`config.mk`:
```
export PLATFORM = sky130hd
export DESIGN_NAME = bounded_ordered_list
export DESIGN_NICKNAME = d
export VERILOG_FILES = /design/src/hdl/bol_pkg.sv /design/src/hdl/bol_ram.sv /design/src/hdl/bounded_ordered_list.sv
export SDC_FILE = /design/constraint.sdc
export NUM_CORES = 2
export LEC_CHECK = 0
export BUFFER_PORTS_ARGS = -buffer_cell sky130_fd_sc_hd__buf_2
export CAP_MARGIN = 5
export CELL_PAD_IN_SITES_DETAIL_PLACEMENT = 0
export CELL_PAD_IN_SITES_GLOBAL_PLACEMENT = 1
export CORE_ASPECT_RATIO = 1.75
export CORE_MARGIN = 3
export CORE_UTILIZATION = 55
export DETAILED_ROUTE_END_ITERATION = 12
export PLACE_DENSITY_LB_ADDON = 0.2
export SYNTH_ARGS = -nofsm -noshare
export SYNTH_HDL_FRONTEND = slang
export SYNTH_SLANG_ARGS = --single-unit
```
`constraint.sdc`:
```
create_clock -name clock -period 6.5 [get_ports clock]
set_input_delay 0.975 -clock clock [delete_from_list [all_inputs] [get_ports clock]]
set_output_delay 0.975 -clock clock [all_outputs]
set_load 0.01 [all_outputs]
```
`src/hdl/bol_pkg.sv`:
```
`default_nettype none

package bol_pkg;

   // list storage
   localparam int MAX_ENTRIES = 64;
   localparam int ADDR_W      = $clog2(MAX_ENTRIES);
   localparam int CNT_W       = $clog2(MAX_ENTRIES + 1);

   // field widths
   localparam int OPCODE_W    = 2;
   localparam int POS_W       = 7;
   localparam int HANDLE_W    = 32;
   localparam int STATUS_W    = 2;
   localparam int COUNT_OUT_W = 7;
   localparam int CAP_W       = 7;

   // width used to compare positions against the count
   localparam int CMP_W = (CNT_W > POS_W) ? CNT_W : POS_W;

   // stream widths
   localparam int REQ_DATA_W = 40;
   localparam int REQ_USER_W = 3;
   localparam int RSP_DATA_W = 40;
   localparam int RSP_USER_W = 2;

   localparam logic [CAP_W-1:0] CAP_RESET = 7'd64;

   // opcodes
   localparam logic [OPCODE_W-1:0] OP_GET    = 2'd0;
   localparam logic [OPCODE_W-1:0] OP_INSERT = 2'd1;
   localparam logic [OPCODE_W-1:0] OP_REMOVE = 2'd2;

   // status codes
   localparam logic [STATUS_W-1:0] ST_OK    = 2'd0;
   localparam logic [STATUS_W-1:0] ST_NULL  = 2'd1;
   localparam logic [STATUS_W-1:0] ST_RANGE = 2'd2;
   localparam logic [STATUS_W-1:0] ST_FULL  = 2'd3;

endpackage

`default_nettype wire

```
`src/hdl/bol_ram.sv`:
```
`default_nettype none

module bol_ram #(
   parameter int WIDTH = 32,
   parameter int DEPTH = 64
) (
   input  wire logic                     clock,
   input  wire logic                     wr_en,
   input  wire logic [$clog2(DEPTH)-1:0] wr_addr,
   input  wire logic [WIDTH-1:0]         wr_data,
   input  wire logic                     rd_en,
   input  wire logic [$clog2(DEPTH)-1:0] rd_addr,
   output logic      [WIDTH-1:0]         rd_data
);

   logic [WIDTH-1:0] mem_ff [DEPTH];

   always_ff @(posedge clock) begin
      if (wr_en) begin
         mem_ff[wr_addr] <= wr_data;
      end
      if (rd_en) begin
         rd_data <= mem_ff[rd_addr];
      end
   end

endmodule

`default_nettype wire

```
`src/hdl/bounded_ordered_list.sv`:
```
// channel   dir  handshake                 payload
// req_      in   req_tvalid / req_tready   opcode, position, at_end, handle_in
// rsp_      out  rsp_tvalid / rsp_tready   status, handle_out, count_out, empty_res
// csr_      in   csr_wr_en                 capacity
//
// One beat at a time. A get reads the entry at p; an insert at p < n walks
// down from the top entry shifting each one up a slot, then writes the new
// handle; an insert at the end only writes it; a remove walks up from p,
// shifting each later entry down a slot. The shift walks the entry RAM one
// address per cycle (one read port, one write port); errors skip the RAM.
// Reset is synchronous, clears count and the control path; the entry RAM is
// not cleared, only entries below count are ever read.
// A result held on rsp_ does not block accepting the next beat; that beat's
// result waits in the final state until the output register frees up.
`default_nettype none

module bounded_ordered_list (
   input  wire logic                           clock,
   input  wire logic                           reset,
   input  wire logic                           req_tvalid,
   output logic                                req_tready,
   // [6:0] position, [38:7] handle_in, [39] zero
   input  wire logic [bol_pkg::REQ_DATA_W-1:0] req_tdata,
   // [1:0] opcode, [2] at_end
   input  wire logic [bol_pkg::REQ_USER_W-1:0] req_tuser,
   output logic                                rsp_tvalid,
   input  wire logic                           rsp_tready,
   // [31:0] handle_out, [38:32] count_out, [39] empty_res
   output logic      [bol_pkg::RSP_DATA_W-1:0] rsp_tdata,
   // [1:0] status
   output logic      [bol_pkg::RSP_USER_W-1:0] rsp_tuser,
   input  wire logic                           csr_wr_en,
   // capacity
   input  wire logic [bol_pkg::CAP_W-1:0]      csr_wr_data
);

   import bol_pkg::*;

   typedef enum logic [2:0] {
      S_IDLE,
      S_SCAN,   // stream reads through the RAM
      S_DRAIN,  // last read data lands
      S_PUT,    // insert writes the new handle
      S_DONE    // load output register
   } state_type;

   state_type state_ff, state_in;

   logic [OPCODE_W-1:0]    op_ff, op_in;
   logic [ADDR_W-1:0]      pos_ff, pos_in;
   logic [ADDR_W-1:0]      last_ff, last_in;
   logic [ADDR_W-1:0]      cur_ff, cur_in;
   logic                   rd_vld_ff, rd_vld_in;
   logic [ADDR_W-1:0]      rd_addr_ff, rd_addr_in;
   logic [HANDLE_W-1:0]    handle_ff, handle_in;
   logic [HANDLE_W-1:0]    hout_ff, hout_in;
   logic [STATUS_W-1:0]    status_ff, status_in;
   logic [CNT_W-1:0]       count_ff, count_in;
   logic [CAP_W-1:0]       cap_ff, cap_in;
   logic                   rsp_vld_ff, rsp_vld_in;
   logic [RSP_DATA_W-1:0]  rsp_data_ff, rsp_data_in;
   logic [RSP_USER_W-1:0]  rsp_user_ff, rsp_user_in;

   // RAM ports
   logic                ram_we;
   logic [ADDR_W-1:0]   ram_waddr;
   logic [HANDLE_W-1:0] ram_wdata;
   logic                ram_re;
   logic [HANDLE_W-1:0] ram_rdata;

   // request fields
   logic [OPCODE_W-1:0] req_opcode;
   logic                req_at_end;
   logic [POS_W-1:0]    req_position;
   logic [HANDLE_W-1:0] req_handle;

   // position checks
   logic [CMP_W-1:0] cnt_x;
   logic [CMP_W-1:0] ins_pos;
   logic [CMP_W-1:0] acc_pos;
   logic             acc_ok;
   logic             full;
   logic [CNT_W-1:0] cnt_m1;

   assign req_opcode   = req_tuser[OPCODE_W-1:0];
   assign req_at_end   = req_tuser[OPCODE_W];
   assign req_position = req_tdata[POS_W-1:0];
   assign req_handle   = req_tdata[POS_W +: HANDLE_W];

   assign cnt_x   = CMP_W'(count_ff);
   assign cnt_m1  = count_ff - CNT_W'(1);
   assign ins_pos = req_at_end ? cnt_x : CMP_W'(req_position);
   assign acc_pos = req_at_end ? CMP_W'(cnt_m1) : CMP_W'(req_position);
   // at_end on an empty list is out of range
   assign acc_ok  = req_at_end ? (count_ff != '0) : (CMP_W'(req_position) < cnt_x);
   // capacity is limited to the RAM depth
   assign full    = (count_ff >= CNT_W'(MAX_ENTRIES)) || (cnt_x >= CMP_W'(cap_ff));

   assign req_tready = (state_ff == S_IDLE);
   assign rsp_tvalid = rsp_vld_ff;
   assign rsp_tdata  = rsp_data_ff;
   assign rsp_tuser  = rsp_user_ff;

   bol_ram #(
      .WIDTH (HANDLE_W),
      .DEPTH (MAX_ENTRIES)
   ) u_entries (
      .clock   (clock),
      .wr_en   (ram_we),
      .wr_addr (ram_waddr),
      .wr_data (ram_wdata),
      .rd_en   (ram_re),
      .rd_addr (cur_ff),
      .rd_data (ram_rdata)
   );

   always_comb begin
      state_in    = state_ff;
      op_in       = op_ff;
      pos_in      = pos_ff;
      last_in     = last_ff;
      cur_in      = cur_ff;
      rd_vld_in   = 1'b0;
      rd_addr_in  = rd_addr_ff;
      handle_in   = handle_ff;
      hout_in     = hout_ff;
      status_in   = status_ff;
      count_in    = count_ff;
      cap_in      = csr_wr_en ? csr_wr_data : cap_ff;
      rsp_vld_in  = rsp_vld_ff && !rsp_tready;
      rsp_data_in = rsp_data_ff;
      rsp_user_in = rsp_user_ff;
      ram_we      = 1'b0;
      ram_waddr   = rd_addr_ff;
      ram_wdata   = ram_rdata;
      ram_re      = 1'b0;

      // read data from the previous cycle: shift it one slot or capture it
      if (rd_vld_ff) begin
         case (op_ff)
            OP_INSERT: begin
               ram_we    = 1'b1;
               ram_waddr = rd_addr_ff + ADDR_W'(1);
            end
            OP_REMOVE: begin
               if (rd_addr_ff == pos_ff) begin
                  hout_in = ram_rdata;
               end else begin
                  ram_we    = 1'b1;
                  ram_waddr = rd_addr_ff - ADDR_W'(1);
               end
            end
            default: begin
               hout_in = ram_rdata;
            end
         endcase
      end

      unique case (state_ff)
         S_IDLE: begin
            if (req_tvalid) begin
               op_in     = req_opcode;
               handle_in = req_handle;
               hout_in   = '0;
               status_in = ST_OK;
               state_in  = S_DONE;
               case (req_opcode) inside
                  OP_INSERT: begin
                     if (req_handle == '0) begin
                        status_in = ST_NULL;
                     end else if (ins_pos > cnt_x) begin
                        status_in = ST_RANGE;
                     end else if (full) begin
                        status_in = ST_FULL;
                     end else begin
                        pos_in  = ins_pos[ADDR_W-1:0];
                        last_in = ins_pos[ADDR_W-1:0];
                        if (ins_pos == cnt_x) begin
                           state_in = S_PUT;
                        end else begin
                           // walk down from the top entry
                           cur_in   = cnt_m1[ADDR_W-1:0];
                           state_in = S_SCAN;
                        end
                     end
                  end
                  OP_GET, OP_REMOVE: begin
                     if (!acc_ok) begin
                        status_in = ST_RANGE;
                     end else begin
                        pos_in   = acc_pos[ADDR_W-1:0];
                        cur_in   = acc_pos[ADDR_W-1:0];
                        last_in  = (req_opcode == OP_REMOVE) ? cnt_m1[ADDR_W-1:0]
                                                             : acc_pos[ADDR_W-1:0];
                        state_in = S_SCAN;
                     end
                  end
                  default: begin
                     status_in = ST_RANGE;
                  end
               endcase
            end
         end
         S_SCAN: begin
            ram_re     = 1'b1;
            rd_vld_in  = 1'b1;
            rd_addr_in = cur_ff;
            if (cur_ff == last_ff) begin
               state_in = S_DRAIN;
            end else if (op_ff == OP_INSERT) begin
               cur_in = cur_ff - ADDR_W'(1);
            end else begin
               cur_in = cur_ff + ADDR_W'(1);
            end
         end
         S_DRAIN: begin
            if (op_ff == OP_INSERT) begin
               state_in = S_PUT;
            end else begin
               if (op_ff == OP_REMOVE) begin
                  count_in = cnt_m1;
               end
               state_in = S_DONE;
            end
         end
         S_PUT: begin
            ram_we    = 1'b1;
            ram_waddr = pos_ff;
            ram_wdata = handle_ff;
            count_in  = count_ff + CNT_W'(1);
            state_in  = S_DONE;
         end
         S_DONE: begin
            if (!rsp_vld_ff || rsp_tready) begin
               rsp_vld_in  = 1'b1;
               rsp_data_in = {(count_ff == '0), COUNT_OUT_W'(count_ff), hout_ff};
               rsp_user_in = status_ff;
               state_in    = S_IDLE;
            end
         end
         default: begin
            state_in = S_IDLE;
         end
      endcase
   end

   always_ff @(posedge clock) begin
      if (reset) begin
         state_ff   <= S_IDLE;
         rd_vld_ff  <= 1'b0;
         count_ff   <= '0;
         cap_ff     <= CAP_RESET;
         rsp_vld_ff <= 1'b0;
      end else begin
         state_ff   <= state_in;
         rd_vld_ff  <= rd_vld_in;
         count_ff   <= count_in;
         cap_ff     <= cap_in;
         rsp_vld_ff <= rsp_vld_in;
      end
      op_ff       <= op_in;
      pos_ff      <= pos_in;
      last_ff     <= last_in;
      cur_ff      <= cur_in;
      rd_addr_ff  <= rd_addr_in;
      handle_ff   <= handle_in;
      hout_ff     <= hout_in;
      status_ff   <= status_in;
      rsp_data_ff <= rsp_data_in;
      rsp_user_ff <= rsp_user_in;
   end

endmodule

`default_nettype wire

```
## After elaboration in Yosys (flattened, before gate mapping)

Memory sizes are Yosys's and may differ from the RTL's. A register that Yosys moved wholly into a read port is not among the register bits.
Index checks and enable logic that the tools add are counted.

| word-level totals | value |
|---|---|
| flip-flop bits (word level) | 153 |
| bits in latches | 0 |
| RAM bits | 2048 |
| bits in read-only memories | 0 |
| bits of input ports | 55 |
| output and inout bits | 44 |
| logic and storage cells | 135 |
| memories kept | 1 |

Memory list:

| memory | words | bits a word | rd ports | clocked after Yosys merged registers in | write ports | RTL line | text |
|---|---|---|---|---|---|---|---|
| u_entries.mem_ff | 64 | 32 | 1 | 1 | 1 | bol_ram.sv:16 | `logic [WIDTH-1:0] mem_ff [DEPTH];` |

| operators by class | value |
|---|---|
| add/subtract/negate cells | 6 |
| $mul | 0 |
| div/mod/pow operators | 0 |
| magnitude comparators | 4 |
| eq/ne operators | 26 |
| shifts and indexed selects | 0 |
| multiplexer cells | 62 |
| bitwise gates (word level) | 0 |
| reduce and logical (&&, ||, !) cells | 21 |

Operators with widths:

| kind | count |
|---|---|
| $mux 32 | 5 |
| $mux 6 | 22 |
| $pmux 32 s2 | 1 |
| $logic_not 32->1 | 1 |
| $mux 3 | 10 |
| $pmux 6 s2 | 2 |
| $mux 7 | 3 |
| $ne 2x2->1 const B | 9 |
| $pmux 3 s5 | 1 |
| $mux 2 | 7 |
| $pmux 7 s2 | 1 |
| $add 6x1->6 const B | 2 |
| $eq 6x6->1 | 2 |
| $ne 3x3->1 const B | 4 |
| $sub 6x1->6 const B | 2 |
| $mux 1 | 9 |
| $reduce_and 9->1 | 1 |
| $reduce_bool 2->1 | 4 |
| $add 7x1->7 const B | 1 |
| $eq 7x7->1 | 1 |
| $ge 7x7->1 | 1 |
| $ge 7x7->1 const B | 1 |
| $gt 7x7->1 | 1 |
| $logic_not 7->1 | 1 |
| 19 further kinds | 27 |

## Longest topological paths before layout

| depth | value |
|---|---|
| depth after elaboration | 9 |
| gate-level depth with buffers | 13 |
| mapped depth without buffers | 10 |

## Hierarchy

A second synthesis with hierarchy kept.

| unflattened totals | value |
|---|---|
| cells, all modules | 4253 |
| area total of the unflattened synthesis | 86583.0 um^2 |

By module, submodules not included:

| module | instances | cells an instance | area an instance (um^2) | sequential area each (um^2) |
|---|---|---|---|---|
| bol_ram | 1 | 3572 | 79216.0 | 62459.9 |
| bounded_ordered_list | 1 | 681 | 7367.1 | 4083.9 |

## Worst setup path before layout

No wires, ideal clock.

| path | value |
|---|---|
| path kind | flip-flop to flip-flop |
| start point | register op_ff[0] |
| end point | memory u_entries.mem_ff[32][0] (enable) |
| library setup time | 0.461 ns |
| arrival time | 4.552 ns |
| data required time | 6.039 ns |
| setup slack | 1.487 ns |
| stages on the path, launching flop included | 12 |
| path buffers | 2 |
| period minus slack after synthesis | 5.013 ns |
| cells stage by stage | edfxtp_1 inv_1 ha_1 clkbuf_1 inv_1 or3_4 nor4_2 o2bb2ai_2 nor2_2 or4b_1 buf_6 nor3_1 |

| on the way | value |
|---|---|
| cells in the longest elaborated chain, start to end | 6 |
| elaborated cells on any way between the ends | 10 |
| classes of those cells | eq/ne (2); mux (8) |

RTL lines:

| item | RTL line | text |
|---|---|---|
| start, declared | bounded_ordered_list.sv:49 | `logic [OPCODE_W-1:0] op_ff, op_in;` |
| start signal, assigned | bounded_ordered_list.sv:261 | `op_ff <= op_in;` |
| $eq 2x2->1 or $eq 2x1->1 (tied branches) | bounded_ordered_list.sv:140 | `case (op_ff)` |
| $pmux 1 s2 | bounded_ordered_list.sv:140 |  |
| $mux 1 | bounded_ordered_list.sv:139 | `if (rd_vld_ff) begin` |
| $mux 1 | bounded_ordered_list.sv:159 | `unique case (state_ff)` |
| $mux 1 | bol_ram.sv:19 | `if (wr_en) begin` |
| $mux 1 (implied by the code) | bol_ram.sv:20 | `mem_ff[wr_addr] <= wr_data;` |
| end, declared | bol_ram.sv:16 |  |

Parallel ways exist; a longest one is shown, timed or not.

## Worst setup path in the final report

| path | value |
|---|---|
| start point | register op_ff[0] |
| end point | memory u_entries.mem_ff[11][18] (enable) |

Same word-level chain as after synthesis.

==> impl_results.md <==
* Status: complete, no violations
* Vias at 39332
* TritonCTS clock tree: built
* Slowest-stage cell, CP: nor2_4
* CP arrival at ~5.7 ns
* Post-CTS setup repair buffer count at 0
* Placement Cell Area at roughly 90000 um^2
* RSZ-0062 raised after global routing: no
* Type of element capturing the critical path: register
* Fillcell total at 10470
* Mux contribution to synthesized area at about 17%
* PortBufs at a little under 100
* Most frequent cells in the layout: 2182 x edfxtp_1, 654 x mux4_2, 195 x clkbuf_16, 120 x nand2_1, 106 x buf_4
* Slew @ Worst Pin at about 1.3 ns
* CTS Buffer Depth at 4
* Final ANT Viol Nets at 0
* Critical path required time at 6.99 ns
* Vias in the first global route at 40588
* Max-cap violation count at 0
* Fraction of the mapped netlist area in adder cells at 0.458%
* TritonCTS Buffers at 192
* Final Hold Violating Endpoints at 0
* Synth Instances at between 3000 and 4000
* # resized after CTS at 0
* Sinks on Clock Net at 2233
* Peak VDD IR at 191 uV
* DRC Markers at 0
* Cts hold-fix bufs at 0
* Setup Skew at between 0.04 and 0.05 ns
* Syn Area/Cell at 22.7 um^2
* Synthesis-to-layout area growth at 11.2%
* Final Power at 29.7 mW
* Post-synth cell types at 68
* Tot GR Track Use at 24.6%
* Remaining Overflow, GRT at 0
* Post-synth EDFFs at 2182
* Initial DRC Count at 4022
* FP Rows at around 190
* Mapped Area at 86300 um^2
* DR WL/cell at 31.7 um
* H-tree Lvls at 4
* Mapped Nets at 3883
* Chip width at 305 um
* Post-layout minimum cycle time at 5.17 ns
* Tcrit/Tclk final at between 70% and 80%
* Layout cells sized above 1 at 30.3%
* Pwr Density at roughly 310 nW/um^2
* Yosys reg bits at between 2000 and 2500
* Via-per-instance ratio at 6.37
* Hold WC Path Type: input pin to register
* First-pass GRT wire length at between 200000 and 300000 um
* Ys async rst share at 0%
* Largest family of logic cells by synthesized area: multiplexers
* Commonest non-fill, non-tap cell in the layout: edfxtp_1
* Die Ht at 530 um
* CP Max Fanout at 23
* Worst-path cell chain: inv_1 -> ha_1 -> nor2b_1 -> nand2_1 -> a2111oi_0 -> a311oi_1 -> nor3b_1 -> nand3_1 -> nor2_4 -> buf_4
* Relative slew margins at 12.3%
* Final Instance Area at 96000 um^2
* Compound-gate portion of the synthesized area at 1.41%
* Ports at 99
* CP Class: register to register
* F_max at 193 MHz
* Setup violators final at 0
* Clock slew at reported path FFs at 0.07 ns
* Router iterations before antenna repair at 6
* Seq/Total Area, Yosys at 77.1%
* CP startpoint kind: register
* Initial Util at 55.5%
* CTS root buf: clkbuf_16
* Post-Route WL at 196000 um
* Worst-skew pair later-pin latency at 0.81 ns
* Setup tns final at 0 ns
* DIE AREA at 162000 um^2
* Most used DFF post-synth: edfxtp_1
* Final non-filler cell total at 6172
* Synth Area in XOR/XNOR at 0.335%
* Static Leak at 30.0 nW
* YS warnings at 0
* Pin count of the biggest net entering global routing at 117
* Placed cells at 5835
* Core area at around 160000 um^2
* Antenna violations before repair at 7
* Post-Synth Simple-Gate Area at 2.14%
* Slew Limit Fails at 0
* Crit-path max cell delay at 0.98 ns
* Final net count at 4089
* Dpl hpwl at 119000 um
* RePlAce Congestion at slightly below 0.9
path summary, 6_finish.rpt:
check / start / to / slack (ns) / depth (start not counted)
hold reg to reg: hout_ff[16] / rsp_tdata[16] / 0.44 / 0
setup / recovery: op_ff[0] / u_entries.mem_ff[11][18] / 1.33 / 10
hold / removal: req_tdata[14] / handle_ff[7] / 0.40 / 1
setup reg to reg: op_ff[0] / u_entries.mem_ff[11][18] / 1.33 / 10
metal layers:
metal,global-route usage (%),wire (um),vias up,part of all wire (%)
met4,8.18,6770,0,3.5
met2,43.6,105000,1407,54
met1,32.2,73800,21168,38
li1,-,-,16432,-
met5,0,0,-,0
met3,2.67,10500,325,5.3
layout make-up:
cell class	instances	area, um^2	share of cell area (%)
antenna	2	5.00	0.00521
clock buffer	227	5040	5.25
clock inverter	108	882	0.919
inverter	29	109	0.113
multi-input combinational	1331	19300	20.1
sequential	2233	66500	69.3
tap	2026	2530	2.64
timing repair buffer	216	1540	1.61
worst max-delay path: cells and delay by family, from the launching register on:
family	cells	cell delay, ns
compound gates	2	0.66
fa+ha+maj	1	0.36
flops	1	0.37
simple gates	5	3.12
buf+inv	2	0.37
cells by family after synthesis:
| family | after synthesis |
|---|---|
| AOI/OAI and AO/OA | 183 |
| xor gates and xnor gates | 33 |
| adders and majority gates | 31 |
| buffers and inverters | 233 |
| DFF | 2233 |
| muxes | 682 |
| and+or+nand+nor | 402 |
report_power, final:
part | total, mW | leakage (nW) | internal (mW) | switching, mW
combinational | 2.65 | 6.99 | 1.13 | 1.52
sequential | 16.0 | 20.1 | 16.0 | 0.0637
clock | 11.0 | 2.90 | 6.05 | 4.95
total | 29.7 | 30.0 | 23.1 | 6.54
Yosys cell counts, types with 10 or more instances:
library cell  instances  share of area (%)
edfxtp_1           2182                 76
mux4_2              654                 17
nand2_1             149               0.65
nor2_1              133               0.58
clkbuf_1            113               0.49
dfxtp_1              51                1.2
buf_2                50               0.29
a21oi_1              42               0.24
buf_1                37               0.16
a22oi_1              35               0.30
ha_1                 30               0.44
xnor2_1              29               0.29
a211oi_1             27               0.23
inv_1                25               0.11
nand3_1              24               0.14
nor2b_1              23               0.17
mux2i_1              20               0.23
o21ai_0              18               0.10
a31oi_1              14               0.10
nor4_1               11              0.080
nor3_1               10              0.058
through the flow:
step / hold WS [ns] / worst slack [ns] / utilization [%]
after floorplan: 0.400 / 1.49 / -
after global placement: 0.403 / 1.59 / 58.0
after detailed placement: 0.416 / 1.55 / 58.0
after CTS: 0.330 / 1.55 / 61.8
after global routing: 0.360 / 1.01 / 61.8
final: 0.397 / 1.33 / 61.8
state kept, by name, indices dropped and copies added (netlist names), 3 cells and up:
register and cells:
u_entries.mem_ff 2048, pos_ff 6, u_entries.rd_data 32, cur_ff 6, state_ff 3, cnt_x 7, cap_ff 7, hout_ff 32
rsp_tdata 40, rd_addr_ff 6, last_ff 6, handle_ff 32
No activity file was read; power rests on OpenSTA's default activity.
